`src/design/assert_macros.svh`:
```
// Assertion macros shared by the level meter RTL.
`ifndef ASSERT_MACROS_SVH
`define ASSERT_MACROS_SVH
`ifndef NO_ASSERTIONS
// Check prop at every clock edge outside reset.
`define ASSERT_ALWAYS(lbl, clk, rstn, prop) \
  lbl: assert property (@(posedge clk) disable iff (!rstn) (prop)) \
    else $error("level meter assertion failed");
// Check that cons holds in the cycle after ante.
`define ASSERT_NEXT(lbl, clk, rstn, ante, cons) \
  lbl: assert property (@(posedge clk) disable iff (!rstn) (ante) |=> (cons)) \
    else $error("level meter assertion failed");
`else
`define ASSERT_ALWAYS(lbl, clk, rstn, prop)
`define ASSERT_NEXT(lbl, clk, rstn, ante, cons)
`endif
`endif

```
`src/design/lvlm_pkg.sv`:
```
// Package with shared types and constants of the level meter.
`default_nettype none
package lvlm_pkg;

  localparam int unsigned FIELD_W = 24;

  typedef struct packed {
    logic                      vld;
    logic        [FIELD_W-1:0] peak;
    logic signed [FIELD_W-1:0] minimum;
    logic signed [FIELD_W-1:0] maximum;
    logic                      ovf;
  } win_end_t;

  typedef enum logic [1:0] {
    ST_IDLE,
    ST_DIV,
    ST_ROOT,
    ST_OUT
  } back_state_t;

endpackage
`default_nettype wire

```
`src/design/lvlm_front.sv`:
```
// Per-sample accumulation of peak, min, max, count and sum of squares.
`default_nettype none
module lvlm_front
  import lvlm_pkg::*;
#(
  parameter int unsigned SAMPLE_BITS = 24,
  parameter int unsigned MAX_WINDOW  = 65536,
  localparam int unsigned CNT_W = $clog2(MAX_WINDOW + 1),
  localparam int unsigned SUM_W = 2 * SAMPLE_BITS + CNT_W
) (
  input  wire logic               clk,
  input  wire logic               rst_n,
  input  wire logic               in_valid,
  output logic                    in_ready,
  input  wire logic [FIELD_W-1:0] in_sample,
  input  wire logic               in_last,
  input  wire logic               take,
  output win_end_t                hand,
  output logic      [SUM_W-1:0]   end_sum,
  output logic      [CNT_W-1:0]   end_cnt
);

  localparam int unsigned SB   = SAMPLE_BITS;
  localparam int unsigned SQ_W = 2 * SB;
  localparam logic signed [SB-1:0] SMAX = {1'b0, {(SB-1){1'b1}}};
  localparam logic signed [SB-1:0] SMIN = {1'b1, {(SB-1){1'b0}}};

  logic signed [SB-1:0] s;
  logic        [SB-1:0] mag;
  logic                 accept;
  logic                 counting;

  logic        [SB-1:0]    peak_r, peak_nxt;
  logic signed [SB-1:0]    min_r, min_nxt;
  logic signed [SB-1:0]    max_r, max_nxt;
  logic        [CNT_W-1:0] cnt_r, cnt_nxt;
  logic                    ovf_r, ovf_nxt;
  logic        [SUM_W-1:0] sum_r;

  logic        [SQ_W-1:0]  sq_r;
  logic                    sq_vld_r;
  logic                    sq_last_r;

  logic                    end_vld_r;
  logic        [FIELD_W-1:0] end_peak_r;
  logic signed [FIELD_W-1:0] end_min_r;
  logic signed [FIELD_W-1:0] end_max_r;
  logic                    end_ovf_r;
  logic        [SUM_W-1:0] end_sum_r;
  logic        [CNT_W-1:0] end_cnt_r;

  assign s        = signed'(in_sample[SB-1:0]);
  assign mag      = s[SB-1] ? SB'(~in_sample[SB-1:0] + 1'b1) : in_sample[SB-1:0];
  assign in_ready = !end_vld_r;
  assign accept   = in_valid && in_ready;
  assign counting = (cnt_r < CNT_W'(MAX_WINDOW));

  always_comb begin
    peak_nxt = (mag > peak_r) ? mag : peak_r;
    min_nxt  = (s < min_r) ? s : min_r;
    max_nxt  = (s > max_r) ? s : max_r;
    cnt_nxt  = counting ? cnt_r + 1'b1 : cnt_r;
    ovf_nxt  = ovf_r | !counting;
  end

  // Window statistics; a marked sample moves them to the end registers
  always_ff @(posedge clk) begin
    if (!rst_n) begin
      peak_r    <= '0;
      min_r     <= SMAX;
      max_r     <= SMIN;
      cnt_r     <= '0;
      ovf_r     <= 1'b0;
      end_vld_r <= 1'b0;
    end else begin
      if (accept) begin
        if (in_last) begin
          end_peak_r <= FIELD_W'(peak_nxt);
          end_min_r  <= FIELD_W'(min_nxt);
          end_max_r  <= FIELD_W'(max_nxt);
          end_ovf_r  <= ovf_nxt;
          end_cnt_r  <= cnt_nxt;
          end_vld_r  <= 1'b1;
          peak_r     <= '0;
          min_r      <= SMAX;
          max_r      <= SMIN;
          cnt_r      <= '0;
          ovf_r      <= 1'b0;
        end else begin
          peak_r <= peak_nxt;
          min_r  <= min_nxt;
          max_r  <= max_nxt;
          cnt_r  <= cnt_nxt;
          ovf_r  <= ovf_nxt;
        end
      end else if (take) begin
        end_vld_r <= 1'b0;
      end
    end
  end

  // Square stage: drop squares of samples past the window limit
  always_ff @(posedge clk) begin
    if (accept) begin
      sq_r <= counting ? SQ_W'(mag) * SQ_W'(mag) : '0;
    end
  end

  always_ff @(posedge clk) begin
    if (!rst_n) begin
      sq_vld_r  <= 1'b0;
      sq_last_r <= 1'b0;
      sum_r     <= '0;
    end else begin
      sq_vld_r  <= accept;
      sq_last_r <= accept && in_last;
      if (sq_vld_r) begin
        if (sq_last_r) begin
          end_sum_r <= sum_r + SUM_W'(sq_r);
          sum_r     <= '0;
        end else begin
          sum_r <= sum_r + SUM_W'(sq_r);
        end
      end
    end
  end

  assign hand.vld     = end_vld_r && !sq_last_r;
  assign hand.peak    = end_peak_r;
  assign hand.minimum = end_min_r;
  assign hand.maximum = end_max_r;
  assign hand.ovf     = end_ovf_r;
  assign end_sum      = end_sum_r;
  assign end_cnt      = end_cnt_r;

endmodule
`default_nettype wire

```
`src/design/lvlm_div.sv`:
```
// Bit-serial restoring divider, one quotient bit per cycle.
`default_nettype none
module lvlm_div
  import lvlm_pkg::*;
#(
  parameter int unsigned DIVIDEND_W = 65,
  parameter int unsigned DIVISOR_W  = 17
) (
  input  wire logic                  clk,
  input  wire logic                  rst_n,
  input  wire logic                  start,
  input  wire logic [DIVIDEND_W-1:0] dividend,
  input  wire logic [DIVISOR_W-1:0]  divisor,
  output logic                       done,
  output logic      [DIVIDEND_W-1:0] quotient
);

  localparam int unsigned CW = $clog2(DIVIDEND_W);

  logic [DIVIDEND_W-1:0] quo_r;
  logic [DIVISOR_W-1:0]  rem_r, rem_nxt;
  logic [DIVISOR_W-1:0]  div_r;
  logic [CW-1:0]         cnt_r;
  logic                  busy_r;
  logic                  done_r;
  logic [DIVISOR_W:0]    sh;
  logic [DIVISOR_W:0]    diff;
  logic                  ge;

  always_comb begin
    sh      = {rem_r, quo_r[DIVIDEND_W-1]};
    diff    = sh - {1'b0, div_r};
    ge      = (sh >= {1'b0, div_r});
    rem_nxt = ge ? diff[DIVISOR_W-1:0] : sh[DIVISOR_W-1:0];
  end

  always_ff @(posedge clk) begin
    if (start) begin
      quo_r <= dividend;
      rem_r <= '0;
      div_r <= divisor;
      cnt_r <= CW'(DIVIDEND_W - 1);
    end else if (busy_r) begin
      quo_r <= {quo_r[DIVIDEND_W-2:0], ge};
      rem_r <= rem_nxt;
      cnt_r <= cnt_r - 1'b1;
    end
  end

  always_ff @(posedge clk) begin
    if (!rst_n) begin
      busy_r <= 1'b0;
      done_r <= 1'b0;
    end else begin
      done_r <= busy_r && (cnt_r == '0);
      if (start) begin
        busy_r <= 1'b1;
      end else if (busy_r && (cnt_r == '0)) begin
        busy_r <= 1'b0;
      end
    end
  end

  assign done     = done_r;
  assign quotient = quo_r;

endmodule
`default_nettype wire

```
`src/design/lvlm_sqrt.sv`:
```
// Digit-serial integer square root, two radicand bits per cycle.
`default_nettype none
module lvlm_sqrt
  import lvlm_pkg::*;
#(
  parameter int unsigned ROOT_W = 24,
  localparam int unsigned RAD_W = 2 * ROOT_W
) (
  input  wire logic              clk,
  input  wire logic              rst_n,
  input  wire logic              start,
  input  wire logic [RAD_W-1:0]  radicand,
  output logic                   done,
  output logic      [ROOT_W-1:0] root
);

  localparam int unsigned CW = $clog2(ROOT_W);

  logic [RAD_W-1:0]  x_r;
  logic [ROOT_W+1:0] rem_r;
  logic [ROOT_W-1:0] root_r;
  logic [CW-1:0]     cnt_r;
  logic              busy_r;
  logic              done_r;
  logic [ROOT_W+1:0] sh;
  logic [ROOT_W+1:0] trial;
  logic              ge;

  always_comb begin
    sh    = {rem_r[ROOT_W-1:0], x_r[RAD_W-1:RAD_W-2]};
    trial = {root_r, 2'b01};
    ge    = (sh >= trial);
  end

  always_ff @(posedge clk) begin
    if (start) begin
      x_r    <= radicand;
      rem_r  <= '0;
      root_r <= '0;
      cnt_r  <= CW'(ROOT_W - 1);
    end else if (busy_r) begin
      x_r    <= {x_r[RAD_W-3:0], 2'b00};
      rem_r  <= ge ? sh - trial : sh;
      root_r <= {root_r[ROOT_W-2:0], ge};
      cnt_r  <= cnt_r - 1'b1;
    end
  end

  always_ff @(posedge clk) begin
    if (!rst_n) begin
      busy_r <= 1'b0;
      done_r <= 1'b0;
    end else begin
      done_r <= busy_r && (cnt_r == '0);
      if (start) begin
        busy_r <= 1'b1;
      end else if (busy_r && (cnt_r == '0)) begin
        busy_r <= 1'b0;
      end
    end
  end

  assign done = done_r;
  assign root = root_r;

endmodule
`default_nettype wire

```
`src/design/window_peak_minmax_rms_meter.sv`:
```
// Top level of the windowed peak, min/max and RMS level meter.
// Samples (signed, low SAMPLE_BITS bits of in_sample) transfer in at one per
// cycle while in_ready is high; the sample with in_last high closes a window
// and yields one result transfer carrying peak magnitude, minimum, maximum,
// the RMS floor(sqrt(floor(sum_of_squares / count))) and an overflow flag.
// Windows longer than MAX_WINDOW keep the sum and count of their first
// MAX_WINDOW samples and report out_overflowed. The front part squares each
// sample in a one-stage multiplier and accumulates at full rate within a
// window. At the end of a window the totals go to a back part: a bit-serial
// divider over a 2*SAMPLE_BITS + clog2(MAX_WINDOW+1)-bit dividend (65 bits
// at the defaults), then a square root giving a SAMPLE_BITS-bit result, which
// the result register holds until out_ready. After every closing sample
// in_ready drops until the back part takes the window's totals: only while
// the last square settles into the sum when the back part is idle, otherwise
// until the previous result has been taken. The back part works on one
// window at a time, so a window that closes while it is busy stalls the
// input at its closing sample.
`default_nettype none
`include "assert_macros.svh"
module window_peak_minmax_rms_meter
  import lvlm_pkg::*;
#(
  parameter int unsigned MAX_WINDOW  = 65536,
  parameter int unsigned SAMPLE_BITS = 24
) (
  input  wire logic                      clk,
  input  wire logic                      rst_n,
  input  wire logic                      in_valid,
  output logic                           in_ready,
  input  wire logic signed [FIELD_W-1:0] in_sample,
  input  wire logic                      in_last,
  output logic                           out_valid,
  input  wire logic                      out_ready,
  output logic             [FIELD_W-1:0] out_peak,
  output logic signed      [FIELD_W-1:0] out_minimum,
  output logic signed      [FIELD_W-1:0] out_maximum,
  output logic             [FIELD_W-1:0] out_rms_level,
  output logic                           out_overflowed
);

  localparam int unsigned CNT_W = $clog2(MAX_WINDOW + 1);
  localparam int unsigned SUM_W = 2 * SAMPLE_BITS + CNT_W;
  localparam int unsigned RAD_W = 2 * SAMPLE_BITS;

  win_end_t             hand;
  logic     [SUM_W-1:0] end_sum;
  logic     [CNT_W-1:0] end_cnt;
  logic                 take;
  logic                 div_done;
  logic     [SUM_W-1:0] quotient;
  logic                 root_start;
  logic                 root_done;
  logic [SAMPLE_BITS-1:0] root;

  back_state_t state_r, state_nxt;

  // Result register: holds the finished window until the out side takes it
  logic        [FIELD_W-1:0] res_peak_r;
  logic signed [FIELD_W-1:0] res_min_r;
  logic signed [FIELD_W-1:0] res_max_r;
  logic                      res_ovf_r;
  logic        [FIELD_W-1:0] res_rms_r;

  lvlm_front #(
    .SAMPLE_BITS (SAMPLE_BITS),
    .MAX_WINDOW  (MAX_WINDOW)
  ) u_front (
    .clk       (clk),
    .rst_n     (rst_n),
    .in_valid  (in_valid),
    .in_ready  (in_ready),
    .in_sample (in_sample),
    .in_last   (in_last),
    .take      (take),
    .hand      (hand),
    .end_sum   (end_sum),
    .end_cnt   (end_cnt)
  );

  // The count is never zero here: a window holds at least its closing sample and the count saturates at MAX_WINDOW
  lvlm_div #(
    .DIVIDEND_W (SUM_W),
    .DIVISOR_W  (CNT_W)
  ) u_div (
    .clk      (clk),
    .rst_n    (rst_n),
    .start    (take),
    .dividend (end_sum),
    .divisor  (end_cnt),
    .done     (div_done),
    .quotient (quotient)
  );

  // The mean never exceeds the largest square, so its low RAD_W bits suffice
  lvlm_sqrt #(
    .ROOT_W (SAMPLE_BITS)
  ) u_sqrt (
    .clk      (clk),
    .rst_n    (rst_n),
    .start    (root_start),
    .radicand (quotient[RAD_W-1:0]),
    .done     (root_done),
    .root     (root)
  );

  // Back-part sequencer: next state
  always_comb begin
    state_nxt = state_r;
    unique case (state_r)
      ST_IDLE: if (hand.vld) state_nxt = ST_DIV;
      ST_DIV:  if (div_done) state_nxt = ST_ROOT;
      ST_ROOT: if (root_done) state_nxt = ST_OUT;
      ST_OUT:  if (out_ready) state_nxt = ST_IDLE;
      default: state_nxt = ST_IDLE;
    endcase
  end

  // Back-part sequencer: outputs
  always_comb begin
    take       = 1'b0;
    root_start = 1'b0;
    out_valid  = 1'b0;
    unique case (state_r)
      ST_IDLE: take       = hand.vld;
      ST_DIV:  root_start = div_done;
      ST_ROOT: ;
      ST_OUT:  out_valid  = 1'b1;
      default: ;
    endcase
  end

  always_ff @(posedge clk) begin
    if (!rst_n) begin
      state_r <= ST_IDLE;
    end else begin
      state_r <= state_nxt;
    end
  end

  // Capture window statistics on take, the root when it completes
  always_ff @(posedge clk) begin
    if (take) begin
      res_peak_r <= hand.peak;
      res_min_r  <= hand.minimum;
      res_max_r  <= hand.maximum;
      res_ovf_r  <= hand.ovf;
    end
    if (root_done) begin
      res_rms_r <= FIELD_W'(root);
    end
  end

  assign out_peak       = res_peak_r;
  assign out_minimum    = res_min_r;
  assign out_maximum    = res_max_r;
  assign out_rms_level  = res_rms_r;
  assign out_overflowed = res_ovf_r;

  // A closed window waiting for the back part blocks further samples
  `ASSERT_ALWAYS(a_hand_blocks_in, clk, rst_n, !hand.vld || !in_ready)
  // Divider and root finish only in the step that waits for them
  `ASSERT_ALWAYS(a_div_done_state, clk, rst_n, !div_done || (state_r == ST_DIV))
  `ASSERT_ALWAYS(a_root_done_state, clk, rst_n, !root_done || (state_r == ST_ROOT))
  // RMS never exceeds the peak, and min never exceeds max
  `ASSERT_ALWAYS(a_rms_le_peak, clk, rst_n, !out_valid || (out_rms_level <= out_peak))
  `ASSERT_ALWAYS(a_min_le_max, clk, rst_n, !out_valid || (out_minimum <= out_maximum))
  // The back part takes a window only from idle, then starts dividing
  `ASSERT_NEXT(a_take_to_div, clk, rst_n, take, state_r == ST_DIV)

endmodule
`default_nettype wire
```
`config.mk`:
```
export PLATFORM = sky130hd
export DESIGN_NAME = window_peak_minmax_rms_meter
export DESIGN_NICKNAME = d
export VERILOG_FILES = /design/src/design/lvlm_pkg.sv /design/src/design/lvlm_front.sv /design/src/design/lvlm_div.sv /design/src/design/lvlm_sqrt.sv /design/src/design/window_peak_minmax_rms_meter.sv
export VERILOG_INCLUDE_DIRS = /design/src /design/src/design
export SDC_FILE = /design/constraint.sdc
export NUM_CORES = 2
export LEC_CHECK = 0
export BUFFER_PORTS_ARGS = -buffer_cell sky130_fd_sc_hd__buf_4
export CAP_MARGIN = 20
export CORE_UTILIZATION = 60
export CTS_CLUSTER_SIZE = 8
export DETAILED_ROUTE_END_ITERATION = 10
export PLACE_DENSITY = 0.81
export REMOVE_ABC_BUFFERS = 1
export SETUP_SLACK_MARGIN = 0.15
export SLEW_MARGIN = 30
export SYNTH_ARGS = -nofsm -noshare
export SYNTH_HDL_FRONTEND = slang
export SYNTH_HIERARCHICAL = 1
export SYNTH_SLANG_ARGS = --single-unit
```
`constraint.sdc`:
```
create_clock -name clk -period 23.9 [get_ports clk]
set_input_delay 4.78 -clock clk [delete_from_list [all_inputs] [get_ports clk]]
set_output_delay 4.78 -clock clk [all_outputs]
set_load 0.05 [all_outputs]
```
==> metrics.txt <==
# diodes=0; crit path time final=14,080 ps; share of layout cells above drive strength 1=between 10% and 20%; total core area=between 0.07 and 0.08 mm²; CTS H-tree depth=3; CTS root buf=clkbuf_16; Routed Antenna Nets=0; crit share post-route=approximately three fifths; Critical Path AT=roughly 14,000 ps; DRC violations left=0; Max clock buf depth=3; total CTS buffers=95; vias=between 30,000 and 40,000; Synth area leaders=edfxtp_1 (27%), fa_1 (18%), dfxtp_1 (9.9%); die footprint=about 0.082 mm²; Mean Syn Cell Area=10.48 µm²; initial antenna violation count=1; first-pass GRT wire length=182.2 mm; status=completed; total routed wirelength=between 100 and 150 mm; Core Rows=slightly above 100; Yosys top cell by area=edfxtp_1; # Post-CTS Setup Buffers=0; RD Place Congestion=0.9654; clock transition at the registers of the reported paths=~50 ps; Hold Path Class=flip-flop to flip-flop; First-pass DRT Iterations=9; area post-placement=0.05048 mm²; Synth Instances=4,626; Worst Tran Pin Value=979.2 ps; design area=0.05338 mm²; CP Class=input port to flip-flop; fraction of registers with async set/reset=0%; DP HPWL=between 80 and 90 mm; clock skew=between 60 and 70 ps; unrepaired setup endpoints after global routing=no; vias in the first global route=34,900; IO buf count=approximately 130; GRT Total Usage=27.72%; f_max=just over 0.07 GHz; worst skew pair latency=about 670 ps; # resized after CTS=0; most used cell, CP=fa_1; post-synth top area share=roughly a quarter; fin util=about two thirds; Iter 0 DRT Violations=around 2,600; Initial Utilization=about 60%; Seq/Total Area, Yosys=between 30% and 40%; slowest cell delay on critical path=620 ps; TritonCTS clock tree=done; post-layout net count=about 5,500; hold buffer count at CTS=0; Final Max Slew Viols=0; Startpoint Class=input port; Post-synth top flop=edfxtp_1; clock sinks=between 600 and 700; CP Capture Type=flip-flop; Fin Setup TNS=0 ps; crit path max fanout=22; Mapped Area=0.04849 mm²; wire per inst=between 15 and 20 µm; Rel. slew slack=34.50%; Crit path required time=roughly 24,000 ps; Final Non-Filler Cells=5,847; largest net degree at the start of global routing=between 70 and 80; Area Overhead vs Synth=10.08%; Post-synth EDFFs=about 430; final setup vio count=0; Critical Path Slowest Stage Cell=clkinv_1; die height=roughly 290 µm; I/O Pins=128; max-cap violations=0; dpl cells=around 5,700; grt total ovfl=0; Yosys reg bits=670; final hold vios=0; Via density=just under 6; Ys Warns=6; Unique masters post-synth=around 110; die width=around 290 µm
## area by class of cell
class | instances | area (µm²)
fillers | 5823 | 26130
multi-input cells | 3023 | 27320
repair buffers | 180 | 1366
flip-flops and latches | 670 | 17710
clock buffers | 165 | 2650
well taps | 1050 | 1314
clock inverters | 11 | 212.7
inverters | 748 | 2810
## synth_stat cells (all sizes together) (21+ instances only)
| library cell | instances |
|---|---|
| inv | 742 |
| fa | 430 |
| edfxtp | 429 |
| nor2 | 360 |
| nand2 | 349 |
| ha | 339 |
| dfxtp | 241 |
| o21ai | 164 |
| a21oi | 162 |
| clkbuf | 155 |
| mux2 | 139 |
| xnor2 | 105 |
| a21o | 89 |
| xor2 | 65 |
| nand4 | 52 |
| a32o | 49 |
| nand3 | 49 |
| buf | 47 |
| a22oi | 40 |
| and3 | 39 |
| nor3 | 38 |
| nor2b | 35 |
| mux2i | 34 |
| o21a | 34 |
| a31oi | 29 |
| nand2b | 29 |
| and2 | 27 |
| a211oi | 25 |
| o211ai | 23 |
| o22a | 23 |
| a22o | 22 |
| o31ai | 21 |
## flip-flops by register name (all words and copies together), names as in the netlist, 47 cells and up
name and count:
u_sqrt/x_r 48, u_front/end_sum 65, u_div/quotient 65, u_front/sum_r 65
u_front/sq_r 47
## cell usage in the layout, fill, tap and decap left out, drive strengths merged, types with 162 or more instances in the layout
master    n
fa      430
a21oi   162
buf     180
edfxtp  429
nand2   349
o21ai   164
nor2    360
clkbuf  165
inv     744
ha      339
dfxtp   241
## final timing paths
check / from / to / slack, ps / cells past startpoint
hold / removal: u_front/end_cnt[4]$_DFFE_PP_ / u_div/div_r[4]$_DFFE_PP_ / 400 / 0
setup reg to reg: u_front/max_r[1]$_SDFFE_PN0P_ / u_front/max_r[23]$_SDFFE_PN1P_ / 19900 / 11
hold reg to reg: u_front/end_cnt[4]$_DFFE_PP_ / u_div/div_r[4]$_DFFE_PP_ / 400 / 0
setup / recovery: in_sample[0] / u_front/sq_r[43]$_SDFFCE_PP0P_ / 9820 / 30
## per-stage QoR
step / hold slack (ps) / setup WS [ps]
CTS: 394.3 / 9931
global route: 396.4 / 9475
global placement: 401.2 / 9608
detailed placement: 404.5 / 9267
floorplan: 400.3 / 10160
finish: 398.7 / 9819
## metal layers
layer	up-vias	part of all wire, %	GRT usage, %
met1	16830	42	36.93
met4	2	3.2	9.238
met5	-	0.012	0
met3	248	7.1	4.944
met2	1237	48	45.89
li1	15920	-	-
## critical path: cells and delay by family
family | cells | cell delay, ps
simple gates | 6 | 1500
fa+ha+maj | 9 | 4210
compound gates | 6 | 1850
xor+xnor | 1 | 180
mux | 1 | 270
buf+inv | 7 | 1660
## kinds of logic (layout without fill, tap and decap cells)
family                   count (synthesis)  in the layout  synth area share (%)
buffers and inverters                  950           1104                 7.485
multiplexers                           173            173                 3.930
AND/OR/NAND/NOR                       1060           1060                 10.19
adder cells (fa/ha/maj)                769            769                 26.50
XOR/XNOR                               170            170                 3.086
AO/OA/AOI/OAI                          832            832                 12.28
other                                    2             19               0.01549
flip-flops                             670            670                 36.51
Power is not shown: default switching activity piles up to over one toggle a cycle in this logic, so the estimate is an artifact.
